`config.mk`:
```
export PLATFORM = sky130hd
export DESIGN_NAME = epdm_front
export DESIGN_NICKNAME = d
export VERILOG_FILES = /design/src/sv/epdm_pkg.sv /design/src/sv/epdm_front.sv
export SDC_FILE = /design/constraint.sdc
export NUM_CORES = 1
export LEC_CHECK = 0
export ABC_CLOCK_PERIOD_IN_PS = 7720
export BUFFER_PORTS_ARGS = -buffer_cell sky130_fd_sc_hd__buf_2
export CAP_MARGIN = 40
export CORE_MARGIN = 2
export CORE_UTILIZATION = 25
export DETAILED_ROUTE_END_ITERATION = 6
export PLACE_DENSITY_LB_ADDON = 0.25
export SLEW_MARGIN = 20
export SYNTH_ARGS = -nofsm -noshare
export SYNTH_HDL_FRONTEND = slang
export SYNTH_SLANG_ARGS = --single-unit
```
`constraint.sdc`:
```
create_clock -name aclk -period 7.72 [get_ports aclk]
set_input_delay 0.772 -clock aclk [delete_from_list [all_inputs] [get_ports aclk]]
set_output_delay 0.772 -clock aclk [all_outputs]
set_load 0.1 [all_outputs]
```
`src/sv/epdm_pkg.sv`:
```
// Shared constants, types and payload structs for the echo pulse distance block.
`timescale 1ns / 1ps
`default_nettype none

package epdm_pkg;

    // Channel and field geometry.
    localparam int NUM_CH      = 4;
    localparam int TIME_BITS   = 32;
    localparam int DIST_BITS   = 24;
    localparam int TEMP_BITS   = 6;
    localparam int RING_DEPTH  = 4;
    localparam int RING_BITS   = $clog2(RING_DEPTH);

    // Speed of sound factor: SPEED_BASE + SPEED_PER_DEG * temperature, at most 3693.
    localparam int FACTOR_BITS = 12;
    localparam logic [FACTOR_BITS-1:0] SPEED_BASE    = FACTOR_BITS'(3315);
    localparam logic [FACTOR_BITS-1:0] SPEED_PER_DEG = FACTOR_BITS'(6);
    localparam logic [TEMP_BITS-1:0]   TEMP_RESET    = TEMP_BITS'(20);
    localparam logic [FACTOR_BITS-1:0] FACTOR_RESET  = FACTOR_BITS'(3315 + 6 * 20);

    // Division by 1600 is a shift by 6 followed by a division by 25.
    localparam int SCALE_DIV   = 1600;
    localparam int SCALE_SHIFT = 6;
    localparam int SCALE_ODD   = SCALE_DIV >> SCALE_SHIFT;
    localparam int PROD_BITS   = TIME_BITS + FACTOR_BITS;

    // Below the saturation limit the shifted product is under 25 * 2^DIST_BITS.
    localparam int QUOT_BITS   = DIST_BITS + 5;
    localparam int RECIP_SHIFT = QUOT_BITS + 5;
    localparam int RECIP_BITS  = RECIP_SHIFT - 4;
    localparam int RPROD_BITS  = QUOT_BITS + RECIP_BITS;

    localparam logic [PROD_BITS-1:0] SAT_LIMIT =
        PROD_BITS'(longint'(SCALE_DIV) << DIST_BITS);
    localparam logic [RECIP_BITS-1:0] RECIP =
        RECIP_BITS'(((longint'(1) << RECIP_SHIFT) + longint'(SCALE_ODD - 1))
                    / longint'(SCALE_ODD));
    localparam logic [DIST_BITS-1:0] DIST_MAX = {DIST_BITS{1'b1}};

    // Stream widths, rounded up to whole bytes.
    localparam int S_TDATA_BITS = ((NUM_CH + TIME_BITS + 7) / 8) * 8;
    localparam int M_TDATA_BITS = ((NUM_CH + NUM_CH * DIST_BITS + 7) / 8) * 8;

    typedef logic [TIME_BITS-1:0]  time_t;
    typedef logic [DIST_BITS-1:0]  dist_t;
    typedef logic [PROD_BITS-1:0]  prod_t;
    typedef logic [RPROD_BITS-1:0] rprod_t;

    // Falling edge mask and the measured pulse width of every channel.
    typedef struct packed {
        logic [NUM_CH-1:0]       mask;
        time_t [NUM_CH-1:0]      width;
    } width_item_t;

    // Falling edge mask and the new distance of every channel.
    typedef struct packed {
        logic [NUM_CH-1:0]       mask;
        dist_t [NUM_CH-1:0]      distance;
    } dist_item_t;

endpackage

`default_nettype wire

```
`src/sv/epdm_front.sv`:
```
// Input register, echo edge detection, start time capture and pulse width measurement.
`timescale 1ns / 1ps
`default_nettype none

module epdm_front
    import epdm_pkg::*;
(
    input  wire logic              aclk,
    input  wire logic              aresetn,
    input  wire logic              in_valid,
    output logic                   in_ready,
    input  wire logic [NUM_CH-1:0] in_levels,
    input  wire time_t             in_time,
    output logic                   out_valid,
    input  wire logic              out_ready,
    output width_item_t            out_item
);

    logic              in_v_reg;
    logic [NUM_CH-1:0] in_levels_reg;
    time_t             in_time_reg;
    logic [NUM_CH-1:0] prev_reg;
    time_t             rise_reg [NUM_CH];
    logic              w_v_reg;
    width_item_t       w_item_reg;

    logic [NUM_CH-1:0] rise_edge;
    logic [NUM_CH-1:0] fall_edge;
    logic              w_ok;
    logic              in_go;
    width_item_t       w_item_next;

    assign rise_edge = in_levels_reg & ~prev_reg;
    assign fall_edge = ~in_levels_reg & prev_reg;

    // An item without a falling edge only updates the edge state and start times and is dropped.
    assign w_ok     = !w_v_reg || out_ready;
    assign in_go    = in_v_reg && ((fall_edge == '0) || w_ok);
    assign in_ready = !in_v_reg || in_go;

    always_comb begin
        w_item_next.mask = fall_edge;
        for (int ch = 0; ch < NUM_CH; ch++) begin
            w_item_next.width[ch] = in_time_reg - rise_reg[ch];
        end
    end

    always_ff @(posedge aclk) begin
        if (!aresetn) begin
            in_v_reg <= 1'b0;
            prev_reg <= '0;
            w_v_reg  <= 1'b0;
            for (int ch = 0; ch < NUM_CH; ch++) begin
                rise_reg[ch] <= '0;
            end
        end else begin
            if (in_ready) begin
                in_v_reg <= in_valid;
            end
            if (in_go) begin
                prev_reg <= in_levels_reg;
                for (int ch = 0; ch < NUM_CH; ch++) begin
                    if (rise_edge[ch]) begin
                        rise_reg[ch] <= in_time_reg;
                    end
                end
            end
            if (w_ok) begin
                w_v_reg <= in_go && (fall_edge != '0);
            end
        end
    end

    always_ff @(posedge aclk) begin
        if (in_ready && in_valid) begin
            in_levels_reg <= in_levels;
            in_time_reg   <= in_time;
        end
        if (w_ok) begin
            w_item_reg <= w_item_next;
        end
    end

    assign out_valid = w_v_reg;
    assign out_item  = w_item_reg;

endmodule

`default_nettype wire

```
Word-level counts from Yosys, hierarchy flattened
Memories as Yosys holds them, arrays and structs flattened.
Cells that the tools add are included.
{"block": "totals", "regBits": 174, "ramBits": 128, "inputBits": 40, "output_inout_bits": 134, "wordCells": 54, "n_memories": 1}
{"name": "rise_reg", "words": 4, "width": 32, "rd": 4, "rd_ports_with_merged_regs": 0, "write_ports": 4, "line_no": "epdm_front.sv:23", "source": "time_t rise_reg [NUM_CH];"}
{"block": "op_classes", "add_sub_neg": 4, "muxes": 21, "bitwise_logic": 8, "n_reduce_logical": 10}
{"cell": "32-bit two-way mux", "n": 4}
{"cell": "32-bit subtractor", "n": 4}
{"cell": "1-bit two-way mux", "n": 17}
{"cell": "4-bit AND", "n": 2}
{"cell": "4-bit NOT", "n": 2}
{"cell": "4-bit zero test", "n": 1}
{"cell": "1-bit OR", "n": 4}
{"cell": "4-bit nonzero test", "n": 1}
{"cell": "1-bit logical AND", "n": 3}
{"cell": "1-bit logical OR", "n": 3}
{"cell": "1-bit zero test", "n": 2}

Depth between registers and ports, before layout
{"block": "logic_depth", "depth_word": 9, "depth_mapped": 12, "depth_no_buf": 12}

Worst setup path before layout
OpenSTA, ideal clock, no wires.
{"block": "synth_timing", "path_kind": "in2reg", "startpoint": "input port out_ready", "endpoint": "memory rise_reg[0][0] (netlist bit) (enable)", "setup_time_ns": 0.466, "arrival_time_ns": 7.151, "required_time_ns": 7.254, "path_slack_ns": 0.103, "cell_stages": 3, "path_buffers": 0, "path_cell_list": "nand2b_1 > o21ai_2 > o21ai_0"}
{"item": "start, declared", "line_no": "epdm_front.sv:15", "source": "input wire logic out_ready,"}
{"item": "end, declared", "line_no": "epdm_front.sv:23"}

==> results.py <==
metrics = {
    "run_status": {
        "status": "finished clean",
    },
    "place": {
        "place_congestion": 0.822,
        "post-dp-hpwl_mm": 31.7,
        "io_buffer_count": 173,
    },
    "worst_setup_path": {
        "cp_common_cell": "o21ai_0",
        "path_class": "reg2reg",
        "timing.reg2reg.setup_slack_ns": 4.24,
        "crit_fanout": 8,
        "arrival_ns": 3.77,
        "max_stage_delay_ns": 0.51,
        "critPathCaptureType": "flip-flop",
        "path_delay_family": "compound AO/OA/AOI/OAI gates",
        "crit_path_cell_trace": "inv_1, fa_1, nor2b_1, o21ai_1, a21oi_1, o41a_1, a31oi_4, o21ai_0, o21ai_0, o211ai_1, xor2_1",
        "rr_endpoint": "out_item[94]",
        "path_buf_inv": 1,
        "startpoint_type": "flip-flop",
        "required_ns": 8.00,
        "cp_slowest_cell": "edfxtp_1",
        "ff2ff_path_depth": 11,
        "rr_startpoint": "in_time_reg[1]",
    },
    "synth": {
        "syn_avg_cell_area_um2": 11.5,
        "netlist_top_cells_area": "edfxtp_1 (53%), ha_1 (9.2%), and2_1 (4.7%)",
        "yosysWarnings": 0,
        "synth_flop_cell": "edfxtp_1",
        "syn-num-nets": 1636,
        "synthDistinctLibCells": 75,
        "synth_enable_flop_cells": 296,
        "synth_seq_area_share_pct": 53.6,
        "ys_async_sr_fraction_pct": 0,
        "synth_area_um2": 16800,
        "ys_ff_latch": 302,
        "synth_top_cell_by_area": "edfxtp_1",
        "synth_cells": 1468,
        "netlist.area_leader.share_pct": 52.9,
    },
    "drt": {
        "wl_per_cell_um": 16.0,
        "wirelength_mm": 41.0,
        "viasPerCell": 4.34,
        "vias": 11100,
        "drtPass1Iterations": 5,
        "initialDrtViolationCount": 464,
        "drc": 0,
        "detail-route-antenna-nets": 0,
    },
    "power": {
        "pwr-share-comb_pct": 34.2,
        "total_leakage_power_nw": 8.28,
        "netSwitchingFraction_pct": 41.3,
        "p_per_area_nw_per_um2": 295,
        "power_frac_seq_pct": 36.7,
        "vdd_ir_drop_max_mv": 0.125,
        "pwr-share-clk_pct": 29.2,
        "p_sw_w": 0.00244,
        "p_int_w": 0.00346,
    },
    "sta": {
        "skew_ns": 0.0141,
        "max_freq_mhz": 287,
        "slew_headroom_pct": 58.3,
        "drv_slew": 0,
        "finalHoldViolCount": 0,
        "fin_crit_sh_pct": 45.1,
        "setup_viol": 0,
        "holdWs_ns": 0.400,
        "rsz0062_at_grt": "false",
        "finalCriticalPeriod_ns": 3.48,
        "tightest_slew_ns": 0.625,
        "tns_ns": 0,
    },
    "hold_path": {
        "hold_depth": 1,
        "min_from": "in_levels[3]",
        "hold_path_class": "in2reg",
        "hold_end": "in_levels_reg[3]",
    },
    "clocking": {
        "cts_hold_buf": 0,
        "clk_path_buf_depth": 3,
        "clkLatencyLatePin_ns": 0.55,
        "cts_tree": "built",
        "post_cts_resized": 0,
        "cts_root_buf": "clkbuf_16",
        "post_cts_buffers": 0,
        "cts_made_buffers": 37,
        "htreeDepth": 2,
        "cts_sinks": 302,
        "cts.clk_slew.worst_paths_ns": 0.06,
    },
    "global_route": {
        "grt_pass1_wl_mm": 63.0,
        "grt_max_degree": 63,
        "overflow": 0,
        "grt_pass1_vias": 11400,
        "gr-usage-all-layers_pct": 11.7,
        "antenna_found_initial": 1,
    },
    "final_layout": {
        "utilization_pct": 29.9,
        "syn2layout_area_growth_pct": 18.9,
        "finalNetCount": 1829,
        "layout-drive-gt1-share_pct": 16.7,
        "largest_reg_flops": 132,
        "antenna_cells": 0,
    },
    "flow_run": {
        "cap_violations": 0,
    },
    "die": {
        "pin_count": 174,
        "die_area_um2": 69300,
        "initial_core_util_pct": 25.1,
        "die_y_um": 263,
        "core_area_um2": 66900,
        "rows": 95,
        "die_w_um": 263,
    },
}
==> Yosys cell counts (3+ instances only) <==
library cell / instances
a21boi_0: 3
o211ai_1: 11
a31oi_1: 7
o21ai_1: 7
o21a_1: 13
mux2i_1: 4
dfxtp_1: 6
o21ai_0: 52
and3_1: 16
xnor2_1: 68
clkbuf_2: 6
edfxtp_1: 296
nand3_1: 22
clkbuf_1: 23
a211oi_1: 5
nor3b_1: 3
fa_1: 4
a21oi_1: 110
a21oi_2: 6
a221oi_1: 4
nand2_1: 68
nor2_1: 54
nand2b_1: 16
and2_1: 125
nor3_1: 16
o21bai_1: 18
nand4_1: 20
xor2_1: 44
a31o_2: 4
nor2b_1: 27
inv_1: 155
or2_2: 5
a211o_1: 3
a21o_1: 67
ha_1: 124
==> cell families (layout without fill, tap and decap cells) <==
family / Yosys count / after routing / synth area share [%]
AO/OA/AOI/OAI: 353 / 353 / 14.2
XOR/XNOR: 112 / 112 / 5.83
adder cells (fa/ha/maj): 128 / 128 / 9.70
buffers and inverters: 187 / 408 / 4.23
flip-flops: 302 / 302 / 53.6
multiplexers: 4 / 4 / 0.238
AND/OR/NAND/NOR: 382 / 382 / 12.2
==> routing by layer <==
metal | global-route usage [%] | wire length, µm
met4 | 3.61 | 964
met2 | 20.1 | 19600
met1 | 14.7 | 18600
met3 | 2.48 | 1890
met5 | 0 | 0
==> stage by stage <==
stage / setup slack, ns / power, W / cells / instance area [µm²]
finish: 4.24 / 0.00589 / 2562 / 20000
floorplan: 0.103 / 0.00384 / 1468 / 16800
detailed placement: 4.26 / 0.00422 / 2494 / 18800
CTS: 4.24 / 0.00599 / 2561 / 20000
global route: 4.00 / 0.00615 / 2562 / 20000
global placement: 4.26 / 0.00422 / 2493 / 18800
==> area by class of cell <==
type / count / area [µm²]
sequential: 302 / 9010
multi-input combinational: 979 / 7120
fill: 6864 / 46900
inverter: 156 / 586
tap: 873 / 1090
timing repair buffer: 185 / 988
clock buffer: 48 / 1040
clock inverter: 19 / 156
==> worst register-to-register path: stages (launching register included) <==
cell and delay (ns):
edfxtp_1 0.51, inv_1 0.38, fa_1 0.30, nor2b_1 0.06, o21ai_1 0.17, a21oi_1 0.12, o41a_1 0.46, a31oi_4 0.27
o21ai_0 0.21, o21ai_0 0.42, o211ai_1 0.16, xor2_1 0.16
==> placed cells by master (no fill, tap or decap), drive strengths merged, types with 61 or more instances in the layout <==
master	instances
xnor2	68
nand2	68
a21o	67
ha	124
edfxtp	296
a21oi	116
o21ai	61
inv	157
buf	185
and2	125
==> power groups by stage <==
stage | Sequential [W] | Clock, W | Combinational, W
2_1_floorplan | 0.00332 | 0 | 0.000527
3_3_place_gp | 0.00221 | 0 | 0.00202
3_5_place_dp | 0.00220 | 0 | 0.00202
4_1_cts | 0.00218 | 0.00179 | 0.00203
5_1_grt | 0.00219 | 0.00184 | 0.00212
6_report | 0.00216 | 0.00172 | 0.00201
==> how the worst max path moves through the flow <==
stage | startpoint | to | cells past startpoint
6_report | in_time_reg[1] | out_item[94] | 11
3_3_place_gp | in_time_reg[1] | out_item[94] | 11
5_1_grt | in_time_reg[1] | out_item[94] | 11
4_1_cts | in_time_reg[1] | out_item[120] | 11
2_1_floorplan | out_ready | rise_reg[0][0] | 3
3_5_place_dp | in_time_reg[1] | out_item[94] | 11
No activity file was read; power rests on OpenSTA's default activity.
