**src/sv/epdm_pkg.sv**
```systemverilog
// Shared constants, types and payload structs for the echo pulse distance block.
`timescale 1ns / 1ps
`default_nettype none

package epdm_pkg;

    // Channel and field geometry.
    localparam int NUM_CH      = 4;
    localparam int TIME_BITS   = 32;
    localparam int DIST_BITS   = 24;
    localparam int TEMP_BITS   = 6;
    localparam int RING_DEPTH  = 4;
    localparam int RING_BITS   = $clog2(RING_DEPTH);

    // Speed of sound factor: SPEED_BASE + SPEED_PER_DEG * temperature, at most 3693.
    localparam int FACTOR_BITS = 12;
    localparam logic [FACTOR_BITS-1:0] SPEED_BASE    = FACTOR_BITS'(3315);
    localparam logic [FACTOR_BITS-1:0] SPEED_PER_DEG = FACTOR_BITS'(6);
    localparam logic [TEMP_BITS-1:0]   TEMP_RESET    = TEMP_BITS'(20);
    localparam logic [FACTOR_BITS-1:0] FACTOR_RESET  = FACTOR_BITS'(3315 + 6 * 20);

    // Division by 1600 is a shift by 6 followed by a division by 25.
    localparam int SCALE_DIV   = 1600;
    localparam int SCALE_SHIFT = 6;
    localparam int SCALE_ODD   = SCALE_DIV >> SCALE_SHIFT;
    localparam int PROD_BITS   = TIME_BITS + FACTOR_BITS;

    // Below the saturation limit the shifted product is under 25 * 2^DIST_BITS.
    localparam int QUOT_BITS   = DIST_BITS + 5;
    localparam int RECIP_SHIFT = QUOT_BITS + 5;
    localparam int RECIP_BITS  = RECIP_SHIFT - 4;
    localparam int RPROD_BITS  = QUOT_BITS + RECIP_BITS;

    localparam logic [PROD_BITS-1:0] SAT_LIMIT =
        PROD_BITS'(longint'(SCALE_DIV) << DIST_BITS);
    localparam logic [RECIP_BITS-1:0] RECIP =
        RECIP_BITS'(((longint'(1) << RECIP_SHIFT) + longint'(SCALE_ODD - 1))
                    / longint'(SCALE_ODD));
    localparam logic [DIST_BITS-1:0] DIST_MAX = {DIST_BITS{1'b1}};

    // Stream widths, rounded up to whole bytes.
    localparam int S_TDATA_BITS = ((NUM_CH + TIME_BITS + 7) / 8) * 8;
    localparam int M_TDATA_BITS = ((NUM_CH + NUM_CH * DIST_BITS + 7) / 8) * 8;

    typedef logic [TIME_BITS-1:0]  time_t;
    typedef logic [DIST_BITS-1:0]  dist_t;
    typedef logic [PROD_BITS-1:0]  prod_t;
    typedef logic [RPROD_BITS-1:0] rprod_t;

    // Falling edge mask and the measured pulse width of every channel.
    typedef struct packed {
        logic [NUM_CH-1:0]       mask;
        time_t [NUM_CH-1:0]      width;
    } width_item_t;

    // Falling edge mask and the new distance of every channel.
    typedef struct packed {
        logic [NUM_CH-1:0]       mask;
        dist_t [NUM_CH-1:0]      distance;
    } dist_item_t;

endpackage

`default_nettype wire

```
**src/sv/epdm_filter.sv**
```systemverilog
// Per-channel distance rings, middle-two average filter and the result register.
`timescale 1ns / 1ps
`default_nettype none

module epdm_filter
    import epdm_pkg::*;
(
    input  wire logic                    aclk,
    input  wire logic                    aresetn,
    input  wire logic                    in_valid,
    output logic                         in_ready,
    input  wire dist_item_t              in_item,
    output logic                         m_tvalid,
    input  wire logic                    m_tready,
    output logic [M_TDATA_BITS-1:0]      m_tdata
);

    dist_t                             hist_reg [NUM_CH][RING_DEPTH];
    logic [NUM_CH-1:0][RING_BITS-1:0]  slot_reg;
    dist_t                             hold_reg [NUM_CH];
    dist_t                             hold_next [NUM_CH];
    logic                              m_v_reg;
    logic [NUM_CH-1:0]                 m_mask_reg;
    logic                              o_v_reg;
    logic [M_TDATA_BITS-1:0]           o_data_reg;
    logic [M_TDATA_BITS-1:0]           o_data_next;

    logic                              o_ok;
    logic                              mv_ok;
    logic                              in_acc;

    // Average of the two middle values: the total less the largest and smallest.
    function automatic dist_t mid_two_avg(input dist_t a, input dist_t b,
                                          input dist_t c, input dist_t d);
        dist_t                hi_ab;
        dist_t                lo_ab;
        dist_t                hi_cd;
        dist_t                lo_cd;
        dist_t                hi;
        dist_t                lo;
        logic [DIST_BITS+1:0] total;
        logic [DIST_BITS+1:0] mid;
        hi_ab = (a > b) ? a : b;
        lo_ab = (a > b) ? b : a;
        hi_cd = (c > d) ? c : d;
        lo_cd = (c > d) ? d : c;
        hi    = (hi_ab > hi_cd) ? hi_ab : hi_cd;
        lo    = (lo_ab < lo_cd) ? lo_ab : lo_cd;
        total = (DIST_BITS+2)'(a) + (DIST_BITS+2)'(b) + (DIST_BITS+2)'(c)
              + (DIST_BITS+2)'(d);
        mid   = total - (DIST_BITS+2)'(hi) - (DIST_BITS+2)'(lo);
        return mid[DIST_BITS:1];
    endfunction

    assign o_ok     = !o_v_reg || m_tready;
    assign mv_ok    = !m_v_reg || o_ok;
    assign in_ready = mv_ok;
    assign in_acc   = in_valid && in_ready;

    // The rings already hold this item's distances when it sits in the middle stage.
    always_comb begin
        o_data_next               = '0;
        o_data_next[NUM_CH-1:0]   = m_mask_reg;
        for (int ch = 0; ch < NUM_CH; ch++) begin
            hold_next[ch] = m_mask_reg[ch]
                ? mid_two_avg(hist_reg[ch][0], hist_reg[ch][1],
                              hist_reg[ch][2], hist_reg[ch][3])
                : hold_reg[ch];
            o_data_next[NUM_CH + ch * DIST_BITS +: DIST_BITS] = hold_next[ch];
        end
    end

    always_ff @(posedge aclk) begin
        if (!aresetn) begin
            m_v_reg  <= 1'b0;
            o_v_reg  <= 1'b0;
            slot_reg <= '0;
            for (int ch = 0; ch < NUM_CH; ch++) begin
                hold_reg[ch] <= '0;
                for (int s = 0; s < RING_DEPTH; s++) begin
                    hist_reg[ch][s] <= '0;
                end
            end
        end else begin
            if (in_acc) begin
                for (int ch = 0; ch < NUM_CH; ch++) begin
                    if (in_item.mask[ch]) begin
                        hist_reg[ch][slot_reg[ch]] <= in_item.distance[ch];
                        slot_reg[ch]               <= slot_reg[ch] + 1'b1;
                    end
                end
            end
            if (mv_ok) begin
                m_v_reg <= in_valid;
            end
            if (o_ok) begin
                o_v_reg <= m_v_reg;
            end
            if (o_ok && m_v_reg) begin
                for (int ch = 0; ch < NUM_CH; ch++) begin
                    hold_reg[ch] <= hold_next[ch];
                end
            end
        end
    end

    always_ff @(posedge aclk) begin
        if (mv_ok) begin
            m_mask_reg <= in_item.mask;
        end
        if (o_ok && m_v_reg) begin
            o_data_reg <= o_data_next;
        end
    end

    assign m_tvalid = o_v_reg;
    assign m_tdata  = o_data_reg;

    // Every result reports at least one updated channel.
    a_result_has_update: assert property (@(posedge aclk) disable iff (!aresetn)
        o_v_reg |-> (o_data_reg[NUM_CH-1:0] != '0))
        else $error("result without an updated channel");

    // Ring write pointers move only with an accepted transaction.
    a_slot_only_on_accept: assert property (@(posedge aclk) disable iff (!aresetn)
        !in_acc |=> $stable(slot_reg))
        else $error("ring pointer moved without a transaction");

    // A filtered item moves into the result register whenever that register is free.
    a_result_advances: assert property (@(posedge aclk) disable iff (!aresetn)
        (m_v_reg && o_ok) |=> o_v_reg)
        else $error("filtered item lost before the result register");

endmodule

`default_nettype wire

```
**config.mk**
```make
export PLATFORM = sky130hd
export DESIGN_NAME = epdm_filter
export DESIGN_NICKNAME = d
export VERILOG_FILES = /design/src/sv/epdm_pkg.sv /design/src/sv/epdm_filter.sv
export SDC_FILE = /design/constraint.sdc
export NUM_CORES = 2
export LEC_CHECK = 0
export BUFFER_PORTS_ARGS = -buffer_cell sky130_fd_sc_hd__buf_2
export CAP_MARGIN = 5
export CORE_AREA = 2 2 325 327
export DETAILED_ROUTE_END_ITERATION = 10
export DIE_AREA = 0 0 327 329
export PLACE_DENSITY = 0.66
export SYNTH_ARGS = -nofsm -noshare
export SYNTH_HDL_FRONTEND = slang
export SYNTH_SLANG_ARGS = --single-unit
export TNS_END_PERCENT = 30
```
**constraint.sdc**
```tcl
create_clock -name aclk -period 10.1 [get_ports aclk]
set_input_delay 1.01 -clock aclk [delete_from_list [all_inputs] [get_ports aclk]]
set_output_delay 1.01 -clock aclk [all_outputs]
set_load 0.03 [all_outputs]
```
Word-level counts from Yosys, hierarchy flattened
Memories as Yosys holds them, arrays and structs flattened.
Cells that the tools add are included.
{ "classes": {"n_addsub": 24, "order_cmp": 24, "mux": 444, "n_bitwise": 392, "n_reduce_logical": 14} }
{ "op_table": {"columns": ["cell", "n"], "rows": [
  ["$mux 24", 36],
  ["$mux 1", 400],
  ["$or 1x1->1", 388],
  ["$mux 96", 4],
  ["$gt 24x24->1", 12],
  ["$add 25x24->25", 8],
  ["$sub 25x24->25", 8],
  ["$demux 24 s2", 4],
  ["$add 24x24->25", 4],
  ["$lt 24x24->1", 4],
  ["$ge 3x3->1 const B", 4],
  ["$lt 3x1->1 const B", 4],
  ["$not 2->3", 4],
  ["$add 2x1->2 const B", 4],
  ["$reduce_and 2->1", 4],
  ["$logic_and 1x1->1", 6],
  ["$logic_not 1->1", 2],
  ["$logic_or 1x1->1", 2]
]} }
{ "word_totals": {"register_bits": 114, "ram_bits": 480, "inputBits": 104, "output_inout_bits": 106, "word_cells": 908, "n_memories": 2} }
{ "mem_list": {"columns": ["memory", "words", "word_bits", "read_ports", "rd_clocked_by_memory_dff", "wr", "line_no", "rtl"], "rows": [
  ["hist_reg", 4, 96, 4, 0, 4, "epdm_filter.sv:18", "dist_t hist_reg [NUM_CH][RING_DEPTH];"],
  ["hold_reg", 4, 24, 4, 0, 4, "epdm_filter.sv:20", "dist_t hold_reg [NUM_CH];"]
]} }

Logic depth before layout (Yosys ltp)
An unclocked memory read counts as a cell.
{ "depth": {"ltp_word": 9, "mapped_depth": 39, "ltp_nobuf": 36} }

Least setup slack after synthesis
OpenSTA, ideal clock, no wires.
{ "synth_timing": {"kind": "register to register", "from": "memory hist_reg[1][94] (netlist name)", "to": "memory hold_reg[1][18] (netlist name), data pin", "setup_ps": 255, "arrival_time_ps": 8456, "t_required_ps": 9845, "slack_ps": 1389, "stages_incl_launch_ff": 35, "path_buffers": 3, "period_less_slack_ps": 8711, "cell_sequence": "edfxtp_1 > ha_1 > nand4_1 > or2_2 > nor3_2 > nand3_1 > a21oi_1 > buf_2 > buf_2 > mux2i_1 > inv_1 > ha_1 > a21o_1 > a21o_1 > a21oi_1 > nor2_1 > a2111oi_0 > nor2_1 > o31ai_2 > buf_2 > mux2_2 > fa_1 > inv_1 > fa_1 > fa_1 > inv_1 > fa_1 > a211oi_1 > o21ai_0 > nor2b_1 > o21ai_0 > o21ai_0 > a311o_1 > a41o_1 > and2_1"} }
{ "synth_lines": {"columns": ["element", "line_no"], "rows": [
  ["from (decl)", "epdm_filter.sv:18"],
  ["to (decl)", "epdm_filter.sv:20"]
]} }

==> impl_metrics.py <==
metrics = {
    "global_routing": {
        "grt_pass1_vias": 38100,
        "grt_pass1_wl_mm": 217.5,
        "antenna_found_initial": 13,
        "overflow": 0,
        "grt_usage_pct": 25.94,
        "grt_max_degree": 101,
    },
    "layout": {
        "fillers": 9187,
        "drive_gt1_share_pct": 12.82,
        "final_cell_mix": "inv_1 (926), ha_1 (492), nand2_1 (463)",
        "layout_commonest_cell": "inv_1",
        "fin_cells": 6995,
        "fin_nets": 6517,
        "register_area_um2": 16060,
        "multi_input_area_um2": 31600,
        "area_delta_synth_final_pct": 11.50,
        "largest_register_ff_count": 384,
        "stdcell_area_um2": 57610,
    },
    "yosys": {
        "syn_area_um2": 51670,
        "syn_avg_cell_area_um2": 9.749,
        "ys.flop_type": "edfxtp_1",
        "synthCells": 5300,
        "synth-edff-count": 416,
        "postSynth.asyncResetShare_pct": 0,
        "seq_area_frac_synth_pct": 31.07,
        "ys_types": 68,
        "yosys_warnings": 0,
        "synth_seq_cells": 594,
    },
    "sta": {
        "final_hold_viol_count": 0,
        "maxSlewViolCount": 0,
        "worstMarginPinSlew_ns": 1.286,
        "skew_ns": 0.03299,
        "period_share_pct": 96.14,
        "setup_violations": 0,
        "rsz0062_at_grt": "yes",
        "maxSlewHeadroom_pct": 14.24,
        "post-route-min-period_ns": 9.710,
        "timing.fmax_ghz": 0.1030,
    },
    "cts": {
        "clkLatencyLatePin_ns": 0.67,
        "clock-sinks": 594,
        "clkTransAtPathRegs_ns": 0.06,
        "clock-root-buffer": "clkbuf_16",
        "tritoncts": "built",
        "clockBufferDepth": 3,
        "htreeDepth": 3,
        "cts_hold_buf": 0,
        "cts_made_buffers": 73,
    },
    "critical_path": {
        "cp_max_fo": 22,
        "cp-start-kind": "register",
        "cpMaxStageDelayCell": "fa_1",
        "critPathKind": "reg2reg",
        "endpoint_kind": "register",
        "arrival_ns": 10.08,
        "critical_path.max_stage_delay_ns": 0.55,
        "cp.required_ns": 10.47,
    },
    "status": {
        "status": "finished, final reports clean",
    },
    "floorplan": {
        "die-area_um2": 107600,
        "ios": 210,
        "core_um2": 104400,
        "dieHeight_um": 329,
        "start_util_pct": 49.51,
        "die_x_um": 327,
        "num_rows": 119,
    },
    "routing": {
        "vias_per_cell": 5.455,
        "met3_length_mm": 8.242,
        "ant_nets": 0,
        "wl_met1_mm": 62.84,
        "top_layer": "met5",
        "first_iter_violations": 2622,
        "wl_met2_mm": 64.79,
        "first_pass_iters": 6,
        "num_vias": 38160,
        "totalWireLength_mm": 139.9,
        "wl_per_cell_um": 20.00,
        "route.detailed.drc": 0,
    },
    "placement": {
        "placed_cell_area_um2": 54860,
        "dpl.cell_count": 6838,
        "gp_congestion": 0.9280,
        "hpwl_mm": 105.5,
        "port_buffers": 205,
    },
    "worst_hold_path": {
        "hp-class": "reg2reg",
    },
    "pwr": {
        "p_leak_nw": 26.53,
        "finalPower_mw": 16.79,
        "peakVddDrop_uv": 407.0,
        "power_density_nw_per_um2": 291.4,
    },
    "run": {
        "maxCapViolCount": 0,
    },
}
[where the power goes]
part	internal (mW)	switching [mW]
clock network	1.64	1.15
registers	3.17	0.204
logic	4.51	6.11
[timing repair]
action / in CTS / in global routing
gates cloned: 0 / 2
setup buffers: 0 / 17
gates resized for setup: 1 / 16
setup endpoints to repair: 7 / 58
pin swaps: 0 / 6
[Yosys cell counts (8+ instances only)]
master / count / share of area [%]
a211oi_1: 30 / 0.44
a21boi_0: 178 / 2.6
a21o_1: 83 / 1.2
a21oi_1: 346 / 3.4
a31oi_1: 20 / 0.24
and2_1: 102 / 1.2
and3_1: 116 / 1.4
buf_1: 25 / 0.18
buf_2: 30 / 0.29
buf_4: 9 / 0.13
clkbuf_1: 121 / 0.88
dfxtp_1: 178 / 6.9
edfxtp_1: 416 / 24
fa_1: 380 / 15
ha_1: 492 / 12
inv_1: 926 / 6.7
mux2_1: 18 / 0.39
mux2_2: 219 / 4.8
mux2i_1: 267 / 5.2
nand2_1: 464 / 3.4
nand2b_1: 24 / 0.29
nand3_1: 70 / 0.68
nand4_1: 64 / 0.77
nor2_1: 249 / 1.8
nor2b_1: 82 / 0.99
nor3_1: 29 / 0.28
nor4_1: 9 / 0.11
o211ai_1: 14 / 0.20
o21a_1: 23 / 0.33
o21ai_0: 120 / 1.2
o21bai_1: 17 / 0.25
or3_1: 8 / 0.097
xnor2_1: 67 / 1.1
xor2_1: 22 / 0.37
[kinds of logic after synthesis]
group / Yosys count / synth area share (%)
muxes: 504 / 10.34
and+or+nand+nor: 1231 / 11.26
AOI/OAI and AO/OA: 898 / 10.96
adders and majority gates: 872 / 26.64
buffers and inverters: 1111 / 8.209
xor gates and xnor gates: 89 / 1.509
other: 1 / 0.007257
DFF: 594 / 31.07
[path summary, 6_finish.rpt]
kind	start	end	slack, ns	depth (start not counted)
setup reg to reg	hist_reg[0][93]	hold_reg[0][23]	0.39	36
setup / recovery	hist_reg[0][93]	hold_reg[0][23]	0.39	36
hold reg to reg	m_mask_reg[3]	m_tdata[3]	0.45	0
hold / removal	m_mask_reg[3]	m_tdata[3]	0.45	0
[critical path: cells and delay by family (launching register included)]
family	cells	cell delay (ns)
simple gates	7	1.31
xor+xnor	1	0.18
mux	1	0.39
fa+ha+maj	6	2.40
buf+inv	6	0.79
flops	1	0.48
compound gates	15	3.85
[through the flow]
stage	setup WS (ns)	TNS [ns]	hold slack, ns	utilization, %
5_1_grt	-0.02720	-0.02720	0.4591	55.19
6_report	0.3901	0	0.4529	55.20
3_3_place_gp	-0.01204	-0.01204	0.4358	52.56
4_1_cts	0.0009095	0	0.4553	54.98
3_5_place_dp	-0.02519	-0.02519	0.4438	52.56
2_1_floorplan	1.389	0	0.4244	-
[cell type report]
cell class                 count  share of cell area, %
sequential                   594                  27.87
multi-input combinational   3600                  54.85
clock inverter                45                 0.9512
tap                         1391                  3.021
clock buffer                  89                  3.431
timing repair buffer         346                  3.831
inverter                     926                  6.033
antenna                        4                0.01737
[per-layer routing]
| metal | vias up | track usage [%] |
|---|---|---|
| met2 | 933 | 42.25 |
| met3 | 213 | 4.089 |
| li1 | 18350 | - |
| met5 | - | 0 |
| met1 | 18650 | 35.65 |
| met4 | 16 | 8.047 |
(Power assumes the default switching activity.)
